<file path="config.mk">
export PLATFORM = sky130hd
export DESIGN_NAME = bpb_update
export DESIGN_NICKNAME = d
export VERILOG_FILES = /design/src/hdl/bpb_pkg.sv /design/src/hdl/bpb_update.sv
export SDC_FILE = /design/constraint.sdc
export NUM_CORES = 1
export LEC_CHECK = 0
export BUFFER_PORTS_ARGS = -buffer_cell sky130_fd_sc_hd__buf_2
export CAP_MARGIN = 15
export CORE_ASPECT_RATIO = 1.2
export CORE_MARGIN = 5
export CORE_UTILIZATION = 28
export DETAILED_ROUTE_END_ITERATION = 12
export PLACE_DENSITY = 0.94
export SYNTH_ARGS = -nofsm -noshare
export SYNTH_HDL_FRONTEND = slang
export SYNTH_SLANG_ARGS = --single-unit
</file>
<file path="constraint.sdc">
create_clock -name vclk -period 2.3
set_clock_uncertainty 0.15 [all_clocks]
set_input_delay 0.23 -clock vclk [all_inputs]
set_output_delay 0.23 -clock vclk [all_outputs]
set_load 0.02 [all_outputs]
</file>
<file path="src/hdl/bpb_pkg.sv">
// Shared types and constants of the branch predictor bank.
package bpb_pkg;

    localparam int TABLE_INDEX_W = 10;
    localparam int TARGET_W      = 32;
    localparam int TOTAL_W       = 32;
    localparam int IN_TDATA_W    = 48;
    localparam int OUT_TDATA_W   = 200;
    localparam int INDEX_HALF_W  = 5;

    localparam logic [1:0] CTR_MIN        = 2'd0;
    localparam logic [1:0] CTR_WEAK_TAKEN = 2'd2;
    localparam logic [1:0] CTR_MAX        = 2'd3;

    typedef struct packed {
        logic [TARGET_W-1:0] target;
        logic [1:0]          ctr;
        logic                one_bit;
    } t_entry;

    localparam t_entry ENTRY_RESET = '{target: '0, ctr: CTR_WEAK_TAKEN, one_bit: 1'b1};

    // Packed so that the static predictor lands in bit 0.
    typedef struct packed {
        logic btb_hit;
        logic two_bit_hit;
        logic one_bit_hit;
        logic global_hit;
        logic static_hit;
    } t_hits;

endpackage

</file>
<file path="src/hdl/bpb_update.sv">
// Scores one branch against a table entry and computes the trained entry.
module bpb_update (
    input  bpb_pkg::t_entry               i_entry,
    input  logic [bpb_pkg::TARGET_W-1:0] i_branch_target,
    input  logic                          i_branch_taken,
    input  logic                          i_last_outcome,
    output bpb_pkg::t_hits                o_hits,
    output bpb_pkg::t_entry               o_entry
);
    import bpb_pkg::*;

    always_comb begin
        o_hits.static_hit  = i_branch_taken;
        o_hits.global_hit  = (i_last_outcome == i_branch_taken);
        o_hits.one_bit_hit = (i_entry.one_bit == i_branch_taken);
        o_hits.two_bit_hit = ((i_entry.ctr >= CTR_WEAK_TAKEN) == i_branch_taken);
        o_hits.btb_hit     = (i_entry.target == i_branch_target);

        o_entry.one_bit = i_branch_taken;
        if (i_branch_taken) begin
            o_entry.ctr = (i_entry.ctr == CTR_MAX) ? CTR_MAX : i_entry.ctr + 2'd1;
        end else begin
            o_entry.ctr = (i_entry.ctr == CTR_MIN) ? CTR_MIN : i_entry.ctr - 2'd1;
        end
        // On a hit the stored target already equals the new one.
        o_entry.target = o_hits.btb_hit ? i_entry.target : i_branch_target;
    end

endmodule
</file>
==> impl_results.md <==
- Status: complete, no violations
- Worst Setup Path Type: input port to output port
- Hold depth: 2
- Die area: 0.00293 mm²
- Maxcap violations: 0
- Adder-Cell Fraction of Synth Area: 0.0368
- Final setup fails: 0
- Cells after Synth: 84
- Type of origin of the critical path: input port
- Final Power: approximately 220 µW
- CTS resizes: 0
- Total gr overflow: 0
- Die width: roughly 50 µm
- Critical-path top delay cell: nor4_1
- Post-route ant nets: 0
- CP arrival: 1.25 ns
- Iter 0 DRT Violations: 0
- Synth-to-layout area growth: 77.5%
- Clock buffer cells: 0
- Post-CTS Hold Fix Bufs: 0
- Post-Synth Simple-Gate Area: 0.122
- Mean post-synth cell area: between 6 and 7 µm²
- Critical Path Max Stage Delay: 0.34 ns
- Critical Path Fanout Max: 2
- Worst path cell trace: buf_2 > xor2_1 > nor4_1 > nand4_1 > nor2_1 > buf_2
- Multiplexer share of the synthesized area: 0
- Synth warn: 0
- Setup TNS: 0 ns
- DRC violations left: 0
- Hold Violations, Final: 0
- Dpl hpwl: 2070 µm
- Hold Path Sink: o_entry[34]
- Setup WS pre-CTS: about 0.65 ns
- HP Start: i_branch_target[31]
- Ant diodes: 0
- WL/cell: 12.1 µm
- Setup Buffers After CTS: 0
- Overall Global Routing Usage: 0.132
- Overall via count from detail_route: 778
- Commonest non-fill, non-tap cell in the layout: buf_2
- Vias per std cell: 4.40
- # nets final: 229
- Netlist Area Pre-Place: 544 µm²
- Pleak: 0.000587 µW
- Row count: 17
- Initial Utilization: 0.294
- Core area: 0.00185 mm²
- PwrDens: 224 mW/mm²
- Slew HR: 0.793
- Xor/xnor share of the synthesized area: 0.563
- RePlAce Congestion: 0.734
- Placed cell area: about 970 µm²
- Most frequent cells in the layout: 109 x buf_2, 32 x xor2_1, 8 x nor4_1
- I/O pin count: 109
- Initial antenna violation count: 0
- Reg area: 0 µm²
- VDD IR-drop max: 0.000105 V
- Period utilization: 0.708
- Fmax achieved: 0.614 GHz
- Largest net degree at the start of global routing: 8
- CP required: 1.92 ns
- Final worst slack: 0.671 ns
- RSZ-0062 raised after global routing: false
- Vias in the first global route: 819
- Largest family of logic cells by synthesized area: XOR/XNOR gates
- Setup crit end kind: output port
- Final core occ: 0.522
- Worst hold path type: input port to output port
- Slew Viols, Final: 0
- Register area share after synthesis: 0
- DIE HEIGHT: 58.3 µm
- Final Cell Area: 966 µm²
- Port Buffers: about 110
- Synth Area in Compound Gates: 0
- First-pass GRT wire length: 3240 µm
- Worst Tran Pin Value: 0.308 ns
- Routed wire length: 2140 µm
- Library cells used by synthesis: 11
- CP dominant cell by count: buf_2
- TritonRoute pass-1 iters: 1
- Layout cell share with drive strength beyond 1: 0.690
- Synthesized Nets: 153
- Final sequential cell count: 0
- Final min period: 1.63 ns
## cells in the mapped netlist, drive strengths merged
cell | n | area (µm²)
inv | 1 | 3.75
clkbuf | 30 | 113
nor2 | 1 | 3.75
dlygate4sd3 | 1 | 10.0
nor4 | 8 | 50.1
nand4 | 2 | 12.5
xor2 | 32 | 280
buf | 4 | 25.0
xnor2 | 3 | 26.3
maj3 | 2 | 20.0
## how the worst max path moves through the flow
stage / startpoint / end / slack (ns)
after global placement: i_branch_target[31] / o_hits[4] / 0.62
final: i_branch_target[30] / o_hits[4] / 0.67
after global routing: i_branch_target[24] / o_hits[4] / 0.48
after detailed placement: i_branch_target[24] / o_hits[4] / 0.65
after floorplan: i_branch_target[31] / o_hits[4] / 0.87
after CTS: i_branch_target[24] / o_hits[4] / 0.65
## report_power, final
group,total (µW),switching [µW],internal [µW]
combinational,217,118,98.3
sequential,0,0,0
clock,0,0,0
## critical path, delay by kind of cell
family | cells | cell delay, ns
xor gates and xnor gates | 1 | 0.15
and+or+nand+nor | 3 | 0.59
buffers and inverters | 2 | 0.28
## metrics by stage
step / hold slack [ns] / instances
CTS: 0.556 / 177
detailed placement: 0.555 / 177
global route: 0.564 / 177
finish: 0.555 / 177
floorplan: 0.423 / 84
global placement: 0.555 / 177
## cell type report
class	count	area [µm²]
inverter	1	3.75
tap	19	23.8
timing repair buffer	109	546
fill	204	885
multi-input combinational	48	393
## routing by layer
layer / GRT usage / up-vias / wire (µm)
met2: 0.269 / 70 / 1130
li1: - / 386 / -
met4: 0 / 0 / 0
met3: 0.0532 / 0 / 422
met5: 0 / - / 0
met1: 0.127 / 322 / 592
## cells by family (layout without fill, tap and decap cells)
| group | Yosys count | in the layout |
|---|---|---|
| fa+ha+maj | 2 | 2 |
| simple gates | 11 | 11 |
| xor+xnor | 35 | 35 |
| buf+inv | 36 | 110 |
No activity file was read; power rests on OpenSTA's default activity.
